[config.mk]
export PLATFORM = sky130hd
export DESIGN_NAME = url_percent_decoder
export DESIGN_NICKNAME = d
export VERILOG_FILES = /design/src/rtl/upd_pkg.sv /design/src/rtl/upd_dec.sv /design/src/rtl/upd_ser.sv /design/src/rtl/url_percent_decoder.sv
export SDC_FILE = /design/constraint.sdc
export NUM_CORES = 1
export LEC_CHECK = 0
export BUFFER_PORTS_ARGS = -buffer_cell sky130_fd_sc_hd__buf_2
export CAP_MARGIN = 20
export CELL_PAD_IN_SITES_DETAIL_PLACEMENT = 1
export CELL_PAD_IN_SITES_GLOBAL_PLACEMENT = 2
export CORE_UTILIZATION = 43
export CTS_CLUSTER_SIZE = 12
export DETAILED_ROUTE_END_ITERATION = 12
export HOLD_SLACK_MARGIN = 0.02
export PLACE_DENSITY_LB_ADDON = 0.15
export SLEW_MARGIN = 20
export SYNTH_ARGS = -nofsm -noshare
export SYNTH_HDL_FRONTEND = slang
export SYNTH_SLANG_ARGS = --single-unit
[constraint.sdc]
create_clock -name clk -period 6.65 [get_ports clk]
set_clock_uncertainty 0.1 [all_clocks]
set_input_delay 0.3325 -clock clk [delete_from_list [all_inputs] [get_ports clk]]
set_output_delay 0.3325 -clock clk [all_outputs]
set_load 0.1 [all_outputs]
[src/rtl/upd_pkg.sv]
package upd_pkg;

  localparam logic [7:0] CH_QUESTION = 8'h3F;
  localparam logic [7:0] CH_PLUS     = 8'h2B;
  localparam logic [7:0] CH_PERCENT  = 8'h25;
  localparam logic [7:0] CH_SPACE    = 8'h20;

  typedef enum logic [1:0] {
    PH_IDLE = 2'd0,
    PH_PCT  = 2'd1,
    PH_HEX  = 2'd2
  } phase_t;

  // Up to three decoded bytes from one input beat, slot 0 goes out first.
  typedef struct packed {
    logic [1:0]      cnt;
    logic            last;
    logic [2:0][7:0] data;
  } grp_t;

  typedef struct packed {
    logic       emit;
    logic       pend;
    logic [7:0] data;
  } plain_t;

  function automatic logic hex_ok(logic [7:0] c);
    return (c >= 8'h30 && c <= 8'h39) || (c >= 8'h41 && c <= 8'h46) ||
           (c >= 8'h61 && c <= 8'h66);
  endfunction

  // Letters A-F / a-f have bit 6 set and low nibble 1..6.
  function automatic logic [3:0] hex_val(logic [7:0] c);
    return c[6] ? (c[3:0] + 4'd9) : c[3:0];
  endfunction

  // Byte decoded outside an escape.
  function automatic plain_t plain_dec(logic [7:0] c, logic last, logic pas);
    plain_t p;
    p.emit = 1'b1;
    p.pend = 1'b0;
    p.data = c;
    if (c == CH_PERCENT) begin
      p.emit = last;
      p.pend = !last;
      p.data = CH_QUESTION;
    end else if (c == CH_PLUS) begin
      p.data = pas ? CH_SPACE : CH_PLUS;
    end
    return p;
  endfunction

endpackage

[src/rtl/upd_dec.sv]
module upd_dec (
  input  logic          clk,
  input  logic          rst_n,
  input  logic          cfg_wr_en,
  input  logic          cfg_wr_data,
  input  logic          accept,
  input  logic [7:0]    in_byte,
  input  logic          in_last,
  output logic          grp_load,
  output upd_pkg::grp_t grp
);
  import upd_pkg::*;

  phase_t     phase_r, phase_nxt;
  logic [7:0] held_r, held_nxt;
  logic       pas_r;

  plain_t pb, ph;
  logic   b_hex, h_hex;

  assign b_hex = hex_ok(in_byte);
  assign h_hex = hex_ok(held_r);
  assign pb    = plain_dec(in_byte, in_last, pas_r);
  assign ph    = plain_dec(held_r, 1'b0, pas_r);

  // next state
  always_comb begin
    phase_nxt = PH_IDLE;
    held_nxt  = held_r;
    unique case (phase_r)
      PH_PCT: begin
        if (b_hex && !in_last) begin
          phase_nxt = PH_HEX;
          held_nxt  = in_byte;
        end else if (pb.pend) begin
          phase_nxt = PH_PCT;
        end
      end
      PH_HEX: begin
        if (!(h_hex && b_hex) && (ph.pend || pb.pend) && !in_last) phase_nxt = PH_PCT;
      end
      default: begin
        if (pb.pend) phase_nxt = PH_PCT;
      end
    endcase
  end

  // decoded bytes
  always_comb begin
    grp.cnt  = 2'd0;
    grp.last = in_last;
    grp.data = '0;
    unique case (phase_r)
      PH_PCT: begin
        if (!(b_hex && !in_last)) begin
          grp.cnt     = 2'd1 + {1'b0, pb.emit};
          grp.data[0] = CH_QUESTION;
          grp.data[1] = pb.data;
        end
      end
      PH_HEX: begin
        if (h_hex && b_hex) begin
          grp.cnt     = 2'd1;
          grp.data[0] = {hex_val(held_r), hex_val(in_byte)};
        end else begin
          grp.cnt     = 2'd1 + {1'b0, ph.emit} + {1'b0, pb.emit};
          grp.data[0] = CH_QUESTION;
          grp.data[1] = ph.emit ? ph.data : pb.data;
          grp.data[2] = pb.data;
        end
      end
      default: begin
        grp.cnt     = {1'b0, pb.emit};
        grp.data[0] = pb.data;
      end
    endcase
  end

  assign grp_load = accept && (grp.cnt != 2'd0);

  always_ff @(posedge clk) begin
    if (!rst_n) begin
      phase_r <= PH_IDLE;
      held_r  <= '0;
      pas_r   <= 1'b0;
    end else begin
      if (cfg_wr_en) pas_r <= cfg_wr_data;
      if (accept) begin
        phase_r <= phase_nxt;
        held_r  <= held_nxt;
      end
    end
  end

endmodule

[src/rtl/upd_ser.sv]
module upd_ser (
  input  logic          clk,
  input  logic          rst_n,
  input  logic          grp_load,
  input  upd_pkg::grp_t grp,
  output logic          in_ready,
  output logic          out_valid,
  input  logic          out_ready,
  output logic [7:0]    out_byte,
  output logic          out_last
);
  import upd_pkg::*;

  logic       a_valid_r, b_valid_r;
  grp_t       a_grp_r, b_grp_r;
  logic [1:0] idx_r;
  logic       b_end, b_pop_end, a_move;

  assign b_end     = (idx_r == b_grp_r.cnt - 2'd1);
  assign b_pop_end = b_valid_r && out_ready && b_end;
  assign a_move    = a_valid_r && (!b_valid_r || b_pop_end);
  assign in_ready  = !a_valid_r || a_move;

  assign out_valid = b_valid_r;
  assign out_byte  = b_grp_r.data[idx_r];
  assign out_last  = b_grp_r.last && b_end;

  always_ff @(posedge clk) begin
    if (!rst_n) begin
      a_valid_r <= 1'b0;
      b_valid_r <= 1'b0;
      idx_r     <= '0;
    end else begin
      if (grp_load)    a_valid_r <= 1'b1;
      else if (a_move) a_valid_r <= 1'b0;
      if (a_move) begin
        b_valid_r <= 1'b1;
        idx_r     <= '0;
      end else if (b_pop_end) begin
        b_valid_r <= 1'b0;
        idx_r     <= '0;
      end else if (b_valid_r && out_ready) begin
        idx_r <= idx_r + 2'd1;
      end
    end
  end

  always_ff @(posedge clk) begin
    if (grp_load) a_grp_r <= grp;
    if (a_move)   b_grp_r <= a_grp_r;
  end

  a_never_empty_group: assert property (@(posedge clk) disable iff (!rst_n)
    b_valid_r |-> b_grp_r.cnt != 2'd0)
    else $error("serializer holds an empty group");

  a_idx_in_range: assert property (@(posedge clk) disable iff (!rst_n)
    b_valid_r |-> idx_r < b_grp_r.cnt)
    else $error("serializer index past group size");

  a_a_drains: assert property (@(posedge clk) disable iff (!rst_n)
    a_valid_r && !b_valid_r |=> b_valid_r)
    else $error("waiting group not moved to serializer");

  a_last_on_end: assert property (@(posedge clk) disable iff (!rst_n)
    b_valid_r && b_grp_r.last && !b_end |-> !out_last)
    else $error("tlast raised before the group's final beat");

endmodule

[src/rtl/url_percent_decoder.sv]
// Percent decoder for URL-encoded byte streams.
// in_*  : one encoded byte per beat, in_tlast closes a string.
// out_* : decoded bytes; '%' plus two hex digits becomes one byte, a broken
//         escape becomes '?' followed by the bytes it swallowed. out_tlast
//         sits on the final decoded byte of each string.
// cfg_wr_en / cfg_wr_data : plus_as_space, set it while the stream is idle.
// An input beat yields zero to three output beats. The decode runs in the
// accept cycle and lands in a holding register; a serializer register then
// sends the group one beat per cycle while out_tready is high. The first
// output beat shows once the group has moved on into the serializer register.
// Throughput: one input beat per cycle as long as each beat yields at most
// one byte and out_tready is high; a multi-byte beat ties up the serializer.
// When out_tready is low the holding register still takes one more input
// group, then in_tready drops.
// Reset clears the escape state and plus_as_space and empties both buffer registers.
module url_percent_decoder (
  input  logic       clk,
  input  logic       rst_n,
  input  logic       cfg_wr_en,
  input  logic       cfg_wr_data,
  input  logic       in_tvalid,
  output logic       in_tready,
  input  logic [7:0] in_tdata,   // [7:0] in_byte
  input  logic       in_tlast,
  output logic       out_tvalid,
  input  logic       out_tready,
  output logic [7:0] out_tdata,  // [7:0] out_byte
  output logic       out_tlast
);
  import upd_pkg::*;

  logic accept, grp_load;
  grp_t grp;

  assign accept = in_tvalid && in_tready;

  upd_dec u_dec (
    .clk        (clk),
    .rst_n      (rst_n),
    .cfg_wr_en  (cfg_wr_en),
    .cfg_wr_data(cfg_wr_data),
    .accept     (accept),
    .in_byte    (in_tdata),
    .in_last    (in_tlast),
    .grp_load   (grp_load),
    .grp        (grp)
  );

  upd_ser u_ser (
    .clk      (clk),
    .rst_n    (rst_n),
    .grp_load (grp_load),
    .grp      (grp),
    .in_ready (in_tready),
    .out_valid(out_tvalid),
    .out_ready(out_tready),
    .out_byte (out_tdata),
    .out_last (out_tlast)
  );

endmodule

# == Word-level counts from Yosys, hierarchy flattened ==
# Cells that the tools add are included.
# word_totals
ff_bits,69
latch_bits,0
ram_bits,0
rom_bits,0
input_bits,15
output_inout_bits,11
word_cells,106
mem_count,0
# classes
n_addsub,7
multipliers,0
n_div,0
n_lt_le_gt_ge,13
eq_ne,7
shifts,0
mux,28
bitwise_logic,2
n_reduce_logical,33
# op_table
cell,count
8-bit 2-to-1 mux,8
8-bit by 6-bit == test with 1-bit output (second input constant),4
8-bit by 7-bit greater-or-equal comparator with 1-bit output (second input constant),4
8-bit by 7-bit <= comparator with 1-bit output (second input constant),4
8-bit one-hot mux with 2 select lines,2
8-bit binary-select mux with 2-bit select,1
8-bit by 6-bit greater-or-equal comparator with 1-bit output (second input constant),2
8-bit by 6-bit <= comparator with 1-bit output (second input constant),2
1-bit logical AND,16
16-bit 2-to-1 mux,1
4-bit 2-to-1 mux,3
2-bit 2-to-1 mux,5
4-bit adder (second input constant),2
2-bit one-hot mux with 2 select lines,2
1-bit logical OR,7
1-bit 2-to-1 mux,6
2-bit nonzero test,3
1-bit by 1-bit adder with 2-bit output (first input constant),2
1-bit zero test,4
2-bit by 3-bit less-than comparator with 1-bit output (second input constant),1
3-bit AND reduction,1
3-bit OR reduction,1
2-bit by 1-bit adder with 2-bit output,1
2-bit by 1-bit adder with 2-bit output (second input constant),1
other kinds (6),7

# == Longest topological paths before layout ==
# Gate-level depths: netlist of the first run.
# depth
depth_word,10
ltp_mapped,10
depth_no_buf,10

# == Hierarchy ==
# Synthesis of the first run repeated with hierarchy kept, for this count alone.
# hier_totals
hier_cells,307
hier_area_um2,3470.8
# by_module_without_submodules
mod,n_inst,cells_each,area_per_inst_um2,seq_area_each_um2
upd_ser,1,116,2074.5,1701.6
upd_dec,1,190,1390.1,220.2
url_percent_decoder,1,1,6.3,0.0

# == Worst setup path before layout of the first run ==
# No wires, ideal clock.
# synth_path
path_kind,input to register
start,input port in_tdata[7]
end,"register u_ser.a_grp_r[0] (netlist name), enable pin"
setup_ps,420
t_arrival_ps,3462
required_time_ps,6130
path_slack_ps,2668
cell_stages,8
path_buffers,0
path_cell_list,or4b_1 > or3_1 > nor2_1 > inv_2 > ha_1 > o21ai_0 > o21ai_0 > a21oi_1
# synth_between
elab_chain_len,9
elab_cells_between_ends,22
classes_between,2 x add/sub; 6 x order compare; 1 x eq/ne; 4 x mux; 9 x reduce/logical
# synth_rtl
item,line,source
"start, declared",url_percent_decoder.sv:23,"input logic [7:0] in_tdata,"
"8-bit by 6-bit greater-or-equal comparator with 1-bit output, or another cell as far along",upd_pkg.sv:28,return (c >= 8'h30 && c <= 8'h39) || (c >= 8'h41 && c <= 8'h46) ||
1-bit logical AND,upd_pkg.sv:28,
1-bit logical OR (2 in a row),upd_pkg.sv:28,
1-bit logical AND (on tied branches),"upd_dec.sv:62, upd_dec.sv:55",
2-bit 2-to-1 mux (on tied branches),"upd_dec.sv:62, upd_dec.sv:55",
2-bit one-hot mux with 2 select lines (*),upd_dec.sv:53,unique case (phase_r)
2-bit nonzero test (*),upd_dec.sv:79,assign grp_load = accept && (grp.cnt != 2'd0);
1-bit logical AND (*),upd_dec.sv:79,
net grp_load,url_percent_decoder.sv:32,"logic accept, grp_load;"
"end signal, assigned",upd_ser.sv:49,if (grp_load) a_grp_r <= grp;
"end, declared",upd_ser.sv:15,"grp_t a_grp_r, b_grp_r;"
# Mark *: on every way through the listed nets, which the timed path passes. The rest lies on a longest branch.
# A chain may end at the register's enable or synchronous reset.

# == Worst setup path after layout of the first run ==
# layout_path
start,input port in_tdata[6]
end,"register u_ser.a_grp_r[1] (netlist name), enable pin"
# The elaborated chain is that of the path after synthesis.

==> impl_metrics.ini, run 1 <==
[power_and_ir_drop]
ir_drop_mv = 0.119
power.net_switching_mw = 0.243
power_frac_comb_pct = 9.6
sequentialPowerShare_pct = 49.6
power.leakage_nw = 1.32
clockPowerShare_pct = 40.8
cellPowerDensity_nw_per_um2 = 263
power.switching_fraction_pct = 24.2
power_report.internal_total_mw = 0.764
post-layout-total-power_mw = 1.01

[grt]
grt_overflow = 0
grt_first_pass_wirelength_um = 11900
via_count_of_the_first_global_routing_pass = 2278
pin_count_of_the_biggest_net_entering_global_routing = 28
grt_usage_pct = 19.0
number_of_antenna_violations_at_the_first_check_in_global_routing = 0

[die]
start_util_pct = 45.7
die_h_um = 90.7
fp.coreArea_um2 = 7410
placementRows = 31
die_width_um = 90.7
die-area_um2 = 8220
design.portCount = 26

[cells_and_area]
layout-area-overhead-vs-synth_pct = 13.4
area_occupied_by_multi_input_gates_um2 = 1370
antenna_cells_inserted = 0
finalCoreUtilization_pct = 51.7
final_cell_count_no_fill = 422
seq_area_um2 = 1920
n_fill_cell = 810
drive_above_1_share_pct = 17.0
nNetsFinal = 344

[sta]
layout_worst_path_cycle_share_pct = 46.2
final_period_demand_of_the_worst_path_ns = 3.07
slew_headroom_pct = 37.1
final_max_slew_viol_count = 0
max_clock_freq_mhz = 326
setup_viol = 0
timing_worst_slew_pin_value_ns = 0.931
timing.final.ws_setup_ns = 3.58
hold_violations = 0
setup_tns_ns = 0
grt_setup_unrepaired = no

[detailed_routing]
drt_drc_violations_left = 0
via_per_inst = 5.30
wl_per_cell_um = 17.4
drtAntennaViolNets = 0
initialDrtViolationCount = 90
drt_first_pass_iters = 4
postRouteWirelength_um = 7350
routed-via-count = 2236

[clock_tree]
post-cts-setup-buffers = 0
cts.root.buffer_cell = sky130_fd_sc_hd__clkbuf_8
clkTransAtPathRegs_ns = 0.07
cts_tree = done
postCtsResizedCells = 0
cts_inserted_buffers = 9
htree_num_levels = 3
clock-sinks = 69
clock_tree.buffer_depth = 2
worstSkewPairLatency_ns = 0.34
hold_buffers = 0

[critical_path]
cp_top_family = simple AND/OR/NAND/NOR gates
crit_path_max_fanout = 27
crit_chain = buf_2, or4b_1, or3_1, nor2_1, inv_2, ha_1, o21ai_0, o21ai_0, a21oi_2, buf_4
cell_repeated_most_along_the_worst_path = sky130_fd_sc_hd__o21ai_0
worst_r2r_path_depth = 7
crit_required_ns = 6.57
crit_path_max_incr_delay_ns = 0.51
endpoint_kind = flip-flop
worst-path-stages = 10
crit_arrival_ns = 2.99
critPathBufInv = 3
timing_worst_setup_path_type = input pin to flip-flop
cp-start-kind = input pin
cell_with_the_largest_stage_delay_on_the_worst_path = sky130_fd_sc_hd__or4b_1
timing.reg2reg.setup_slack_ns = 3.74

[placement]
dp_cells = 406
detailed_place_hpwl_um = 5420
detailedPlace.worstSlack_ns = 3.23
place.gp.congestion = 0.863
numPortBuffers = 25

[yosys]
synth_async_sr_flop_share_pct = 0
synth_cells = 294
mappedNetlistNets = 320
synth_cell_types = 53
yosys_most_used_dff = sky130_fd_sc_hd__edfxtp_1
total_of_flip_flops_plus_latches_after_synthesis = 69
yosysWarnings = 0
synth.top_cells.by_area = sky130_fd_sc_hd__edfxtp_1 48%, sky130_fd_sc_hd__dfxtp_1 8.9%, sky130_fd_sc_hd__mux2i_1 5.9%
synth_area_per_cell_um2 = 11.5
syn-cell-area_um2 = 3380
synth_top_area_share_pct = 47.9
synth_enable_flop_cells = 54
synth.cells.most_frequent = 54 x sky130_fd_sc_hd__edfxtp_1, 29 x sky130_fd_sc_hd__nand2_1, 28 x sky130_fd_sc_hd__nor2_1, 20 x sky130_fd_sc_hd__mux2i_1, 17 x sky130_fd_sc_hd__o21ai_0
cell_with_the_most_instances_after_synthesis = sky130_fd_sc_hd__edfxtp_1
synth_sequential_area_ratio_pct = 56.8
yosysTopAreaCell = sky130_fd_sc_hd__edfxtp_1

[min_path]
min-delay-path-class = input pin to flip-flop
timing.hold.worst_path_depth = 3

[job]
drv.max_cap_violation_count = 0

[status]
status = finished, final reports clean
## worst paths after layout
path	start	endpoint
setup / recovery	in_tdata[6]	u_ser.a_grp_r[1]
hold / removal	cfg_wr_data	u_dec.pas_r
setup reg to reg	u_dec.held_r[6]	u_ser.a_grp_r[1]
hold reg to reg	u_ser.a_grp_r[10]	u_ser.b_grp_r[10]
## final cells by class
cell class	instances	share of cell area, %
Timing Repair Buffer	26	3.46
Tap cell	99	3.23
Multi-Input combinational cell	199	35.6
Clock buffer	10	3.33
Sequential cell	69	50.1
Clock inverter	6	2.94
Inverter	13	1.27
## placed cells by master (no fill, tap or decap), drive strengths merged, types with 4 or more instances in the layout
cell type / Yosys / final
a21oi: 11 / 11
xor2: 6 / 6
nand3b: 4 / 4
nand3: 4 / 4
inv: 13 / 13
clkbuf: 11 / 10
nor2b: 12 / 12
a22oi: 5 / 5
o21ai: 21 / 21
dfxtp: 15 / 15
nand2: 29 / 29
ha: 11 / 11
edfxtp: 54 / 54
buf: 2 / 26
and2: 6 / 6
nor2: 28 / 28
mux2i: 20 / 20
## through the flow
stage | instance area [um2] | hold slack (ns)
3_3_place_gp | 3590 | 0.305
4_1_cts | 3830 | 0.143
2_1_floorplan | 3380 | 0.300
6_report | 3830 | 0.149
3_5_place_dp | 3590 | 0.306
5_1_grt | 3830 | 0.210
## worst reg2reg max path, stage by stage (launching register included)
cell	delay, ns
sky130_fd_sc_hd__dfxtp_1	0.43
sky130_fd_sc_hd__or4b_1	0.52
sky130_fd_sc_hd__or3_1	0.45
sky130_fd_sc_hd__ha_1	0.30
sky130_fd_sc_hd__o21ai_0	0.11
sky130_fd_sc_hd__o21ai_0	0.17
sky130_fd_sc_hd__a21oi_2	0.17
sky130_fd_sc_hd__buf_4	0.33
## kinds of logic (layout without fill, tap and decap cells)
kind of cell / after synthesis / count (layout) / share of synthesized area, %
AND/OR/NAND/NOR: 100 / 100 / 15.4
buffers and inverters: 26 / 55 / 3.11
AO/OA/AOI/OAI: 60 / 60 / 12.6
XOR/XNOR: 8 / 8 / 2.07
adder cells (fa/ha/maj): 11 / 11 / 4.07
flip-flops: 69 / 69 / 56.8
multiplexers: 20 / 20 / 5.92
## layer usage
layer / wire length, um / global-route usage, % / vias to the layer above
met5: 0 / 0 / -
met4: 76 / 7.66 / 0
met3: 176 / 3.28 / 6
met2: 3590 / 31.8 / 27
met1: 3510 / 24.5 / 1088
li1: - / - / 1115
## state kept, by name, summed over array words and instances (netlist names)
register and flops:
u_ser.a_grp_r 27, u_ser.b_grp_r 27, u_dec.held_r 8, u_dec.phase_r 2
u_ser.idx_r 2, u_dec.pas_r 1, u_ser.a_valid_r 1, u_ser.out_valid 1
## power groups by stage
stage                     clock, mW  sequential (mW)  combinational [mW]
after floorplan                   0            0.508              0.0699
after global placement            0            0.508              0.0950
after detailed placement          0            0.510              0.0974
after CTS                     0.418            0.500              0.0979
after global routing          0.429            0.502               0.104
final                         0.410            0.500              0.0968
(Power assumes the default switching activity.)
==> run 2, diff against run 1 <==
- CORE_UTILIZATION: 43 -> 36
- clock period: 6.65 -> 2.55 ns (I/O delays scaled with it)
==> run 2 against run 1 <==
Total power is 130% higher. Sequential share of layout area shrank 2.8 points. Sequential cell count unchanged. Via count grew 3.8%. Critical path type is now flip-flop to flip-flop. Largest cell class unchanged.
==> impl_metrics.ini, run 2 (synthesized netlist as in run 1, its figures left out) <==
[critical_path]
cell_with_the_largest_stage_delay_on_the_worst_path = sky130_fd_sc_hd__or4b_4
timing_worst_setup_path_type = flip-flop to flip-flop
cp-start-kind = flip-flop
cell_repeated_most_along_the_worst_path = sky130_fd_sc_hd__o21ai_2
endpoint_kind = flip-flop
crit_required_ns = 2.49
regToRegStartpoint = u_dec.held_r[7]
crit_chain = or4b_4, or3_4, ha_4, o21ai_2, o21ai_2, a21oi_4, buf_12
crit_path_max_fanout = 27
crit_arrival_ns = 2.38
crit_path_max_incr_delay_ns = 0.55
cp_top_family = simple AND/OR/NAND/NOR gates
critPathBufInv = 1
critical_path_launch_point = u_dec.held_r[7]

[clock_tree]
worstSkewPairLatency_ns = 0.34
cts_inserted_buffers = 9
clock-sinks = 69
clock_tree.buffer_depth = 2
cts.root.buffer_cell = sky130_fd_sc_hd__clkbuf_8
post-cts-setup-buffers = 0
cts_tree = done
htree_num_levels = 3
clkTransAtPathRegs_ns = 0.07

[cells_and_area]
antenna_cells_inserted = 0
drive_above_1_share_pct = 25.4
postLayoutCellArea_um2 = 4060
mostFrequentLayoutCells = 54 x sky130_fd_sc_hd__edfxtp_1, 29 x sky130_fd_sc_hd__nand2_1, 27 x sky130_fd_sc_hd__nor2_1
layout-area-overhead-vs-synth_pct = 20.1
area_occupied_by_multi_input_gates_um2 = 1420
finalCoreUtilization_pct = 44.4
seq_area_um2 = 1920
nNetsFinal = 372
most_common_library_cell_in_the_layout_ignoring_fill_and_taps = sky130_fd_sc_hd__edfxtp_1
reg_top3 = u_ser.a_grp_r: 27 flops, u_ser.b_grp_r: 27 flops, u_dec.held_r: 8 flops
n_fill_cell = 1013

[sta]
final_period_demand_of_the_worst_path_ns = 2.44
max_clock_freq_mhz = 409
slew_headroom_pct = 61.8
hold_violations = 0
final_max_slew_viol_count = 0
timing_worst_slew_pin_value_ns = 0.573
whs_ns = 0.0551
layout_worst_path_cycle_share_pct = 95.8
setup_viol = 0
grt_setup_unrepaired = no

[detailed_routing]
drt_first_pass_iters = 4
wl_per_cell_um = 16.4
via_per_inst = 5.02
drt_drc_violations_left = 0
postRouteWirelength_um = 7590
drtAntennaViolNets = 0
routed-via-count = 2320
initialDrtViolationCount = 51

[power_and_ir_drop]
power.net_switching_mw = 0.611
power.switching_fraction_pct = 26.1
power_report.internal_total_mw = 1.73
power.leakage_nw = 1.44
clockPowerShare_pct = 32.7
ir_drop_mv = 0.241
sequentialPowerShare_pct = 55.4
power_frac_comb_pct = 11.9
cellPowerDensity_nw_per_um2 = 578
post-layout-total-power_mw = 2.34

[die]
die_h_um = 98.9
fp.coreArea_um2 = 9150
placementRows = 35
die_width_um = 98.9
start_util_pct = 37.0
die-area_um2 = 9790
design.portCount = 26

[grt]
pin_count_of_the_biggest_net_entering_global_routing = 28
via_count_of_the_first_global_routing_pass = 2329
grt_overflow = 0
grt_usage_pct = 16.8
grt_first_pass_wirelength_um = 12300
number_of_antenna_violations_at_the_first_check_in_global_routing = 0

[status]
status = finished, final reports clean

[placement]
area_after_dpl_um2 = 3860
numPortBuffers = 25
place.gp.congestion = 0.839
detailed_place_hpwl_um = 5900

[min_path]
min-delay-path-class = input pin to flip-flop
hold_path_startpoint = out_tready

[job]
drv.max_cap_violation_count = 0
[run 2: cell types whose count changed in the layout (fill, tap and decap cells not counted), sizes merged]
cell,before,now
dlygate4sd3,0,3
buf,26,51
clkinvlp,0,2
clkinv,3,2
clkbuf,10,12
bufinv,3,0
[run 2: routing by layer]
metal	part of all wire (%)	global-route usage [%]	vias to the layer above
li1	-	-	1163
met1	47	21.3	1105
met2	48	27.6	37
met3	3.2	4.26	15
met4	2.0	6.43	0
met5	0	0	-
[run 2: repair_timing]
item / CTS / global route
gates resized for setup: 0 / 2
endpoints found under the setup margin: 0 / 21
hold buffers: 3 / 0
hold endpoints to repair: 2 / 0
[run 2: final cells by class]
type | count | share of cell area (%)
clock buffers | 12 | 3.57
inverters | 13 | 1.20
repair buffers | 54 | 8.94
multi-input cells | 199 | 34.9
clock inverters | 4 | 0.616
flip-flops and latches | 69 | 47.3
well taps | 111 | 3.42
[run 2: power groups by stage]
stage,clock [mW],combinational (mW),sequential (mW)
floorplan,0,0.188,1.32
global placement,0,0.274,1.32
global route,0.847,0.299,1.30
finish,0.768,0.278,1.30
detailed placement,0,0.277,1.33
CTS,0.802,0.281,1.30
[run 2: path summary, 6_finish.rpt]
kind                        to  slack [ns]  cells past startpoint
min reg2reg  u_ser.b_grp_r[14]        0.32                      0
min             u_ser.idx_r[0]        0.06                      4
max           u_ser.a_grp_r[9]        0.11                      7
max reg2reg   u_ser.a_grp_r[9]        0.11                      7
[run 2: through the flow]
step / std cells / TNS (ns) / setup slack, ns
floorplan: 294 / -2.79 / -0.103
CTS: 462 / 0 / 0.0841
global placement: 443 / 0 / 0.0438
finish: 462 / 0 / 0.106
global route: 462 / 0 / 0.00751
detailed placement: 443 / 0 / 0.0200
[run 2: worst min-delay path: stages]
cell and delay [ns]:
sky130_fd_sc_hd__buf_2 0.12, sky130_fd_sc_hd__nand2_1 0.07, sky130_fd_sc_hd__xor2_1 0.06, sky130_fd_sc_hd__nor2_1 0.07
==> run 3, diff against run 2 <==
- REMOVE_ABC_BUFFERS: not set -> 1
==> run 3 against run 2 <==
Cell area is 6.3% higher. Hold slack worse by 0.024 ns. Core utilization is 2.8 points higher. Sequential cell count did not move. Register-to-register slack got worse by 0.05 ns. Sequential power barely moved. Die area unchanged. First-iteration DRC count grew 65%. Sequential share of layout area fell by 2.7 points. Via count up 4.7%. Routed wire length increased by 5.5%.
==> impl_metrics.ini, run 3 (synthesized netlist as in run 1, its figures left out) <==
[cells_and_area]
final_cell_count_no_fill = 484
drive_above_1_share_pct = 29.8
most_common_library_cell_in_the_layout_ignoring_fill_and_taps = sky130_fd_sc_hd__edfxtp_1
antenna_cells_inserted = 0
layout-area-overhead-vs-synth_pct = 27.6
nNetsFinal = 394
mostFrequentLayoutCells = 54 x sky130_fd_sc_hd__edfxtp_1, 40 x sky130_fd_sc_hd__buf_4, 29 x sky130_fd_sc_hd__nand2_1
reg_top3 = u_ser.a_grp_r: 27 flops, u_ser.b_grp_r: 27 flops, u_dec.held_r: 8 flops

[clock_tree]
worstSkewPairLatency_ns = 0.34
clock-sinks = 69
cts.root.buffer_cell = sky130_fd_sc_hd__clkbuf_8
clkTransAtPathRegs_ns = 0.08
clock_tree.buffer_depth = 2
cts_inserted_buffers = 9
htree_num_levels = 3
cts_tree = done

[critical_path]
crit_arrival_ns = 2.46
endpoint_kind = flip-flop
crit_path_max_incr_delay_ns = 0.53
timing_worst_setup_path_type = flip-flop to flip-flop
crit_path_max_fanout = 6
crit_chain = or4b_4, or3_4, ha_4, o21ai_2, o21ai_4, a21oi_4, buf_12, buf_16
crit_required_ns = 2.51
cell_with_the_largest_stage_delay_on_the_worst_path = sky130_fd_sc_hd__or4b_4
cp-start-kind = flip-flop

[sta]
setup_viol = 0
slew_headroom_pct = 62.0
max_clock_freq_mhz = 401
whs_ns = 0.0312
final_period_demand_of_the_worst_path_ns = 2.49
timing.final.ws_setup_ns = 0.0561
hold_violations = 0
timing_worst_slew_pin_value_ns = 0.569
layout_worst_path_cycle_share_pct = 97.8
final_max_slew_viol_count = 0

[detailed_routing]
routed-via-count = 2430
wl_per_cell_um = 16.5
via_per_inst = 5.02
initialDrtViolationCount = 84
drt_drc_violations_left = 0
postRouteWirelength_um = 8010
drt_first_pass_iters = 4
drtAntennaViolNets = 0

[die]
placementRows = 35
die_width_um = 98.9
die_h_um = 98.9
die-area_um2 = 9790
fp.coreArea_um2 = 9150
start_util_pct = 37.0
design.portCount = 26

[grt]
grt_overflow = 0
grt_first_pass_wirelength_um = 13100
number_of_antenna_violations_at_the_first_check_in_global_routing = 0
pin_count_of_the_biggest_net_entering_global_routing = 28
via_count_of_the_first_global_routing_pass = 2539
grt_usage_pct = 17.8

[placement]
place.gp.congestion = 0.848
detailedPlace.worstSlack_ns = -0.299
detailed_place_hpwl_um = 5960
numPortBuffers = 25
dp_cells = 457

[power_and_ir_drop]
ir_drop_mv = 0.218
power.leakage_nw = 1.56
post-layout-total-power_mw = 2.37
cellPowerDensity_nw_per_um2 = 550

[status]
status = finished, final reports clean

[job]
drv.max_cap_violation_count = 0

[min_path]
min-delay-path-class = input pin to flip-flop
[run 3: cell count changes in the layout (fill, tap and decap cells not counted), moves of 2 or more]
| cell | before | now |
|---|---|---|
| sky130_fd_sc_hd__buf_4 | 25 | 40 |
| sky130_fd_sc_hd__o21ai_0 | 7 | 15 |
| sky130_fd_sc_hd__o21ai_1 | 10 | 2 |
| sky130_fd_sc_hd__buf_16 | 0 | 3 |
| sky130_fd_sc_hd__buf_12 | 1 | 3 |
| sky130_fd_sc_hd__clkbuf_1 | 2 | 0 |
| sky130_fd_sc_hd__dfxtp_1 | 15 | 13 |
| sky130_fd_sc_hd__dfxtp_2 | 0 | 2 |
[run 3: worst paths after layout]
kind                            cells after the start  slack (ns)              start                end
worst max register to register                      8        0.06    u_dec.held_r[6]  u_ser.a_grp_r[26]
worst max-delay path                                8        0.06    u_dec.held_r[6]  u_ser.a_grp_r[26]
worst min register to register                      0        0.32  u_ser.a_grp_r[11]  u_ser.b_grp_r[11]
worst min-delay path                                3        0.03          in_tvalid    u_ser.a_valid_r
[run 3: power breakdown]
part	switching (mW)	total, mW	internal [mW]
clock network	0.414	0.759	0.345
logic	0.207	0.316	0.110
registers	0.0200	1.30	1.28
[run 3: cell type report]
| type | count | area, um2 |
|---|---|---|
| multi-input combinational | 199 | 1420 |
| clock inverter | 7 | 42.5 |
| clock buffer | 9 | 124 |
| timing repair buffer | 76 | 619 |
| tap | 111 | 139 |
| inverter | 13 | 48.8 |
| sequential | 69 | 1920 |
| fill | 995 | 4840 |
[run 3: critical path: cells and delay by family (launching register included)]
| kind | cells | cell delay [ns] |
|---|---|---|
| compound gates | 3 | 0.37 |
| flops | 1 | 0.33 |
| simple gates | 2 | 0.89 |
| fa+ha+maj | 1 | 0.22 |
| buf+inv | 2 | 0.29 |
[run 3: layer usage]
metal,track usage (%),routed length [um],share of wire [%]
met3,4.04,153,1.9
met4,6.20,122,1.5
met5,0,0,0
met1,21.7,3690,46
met2,31.0,4050,51
[run 3: metrics by stage]
step | setup TNS, ns | util [%] | cell area, um2
floorplan | -46.86 | - | 3330
global placement | -6.46 | 42.8 | 3920
detailed placement | -8.05 | 42.8 | 3920
CTS | 0 | 46.9 | 4290
global route | -0.0228 | 47.1 | 4320
finish | 0 | 47.1 | 4320
[run 3: what timing repair did]
action	CTS	global route
hold endpoints to repair	3	0
pin swaps	2	4
setup buffers	3	1
setup endpoints to repair	27	27
gates cloned	3	0
resized for setup	15	4
hold buffers	4	0
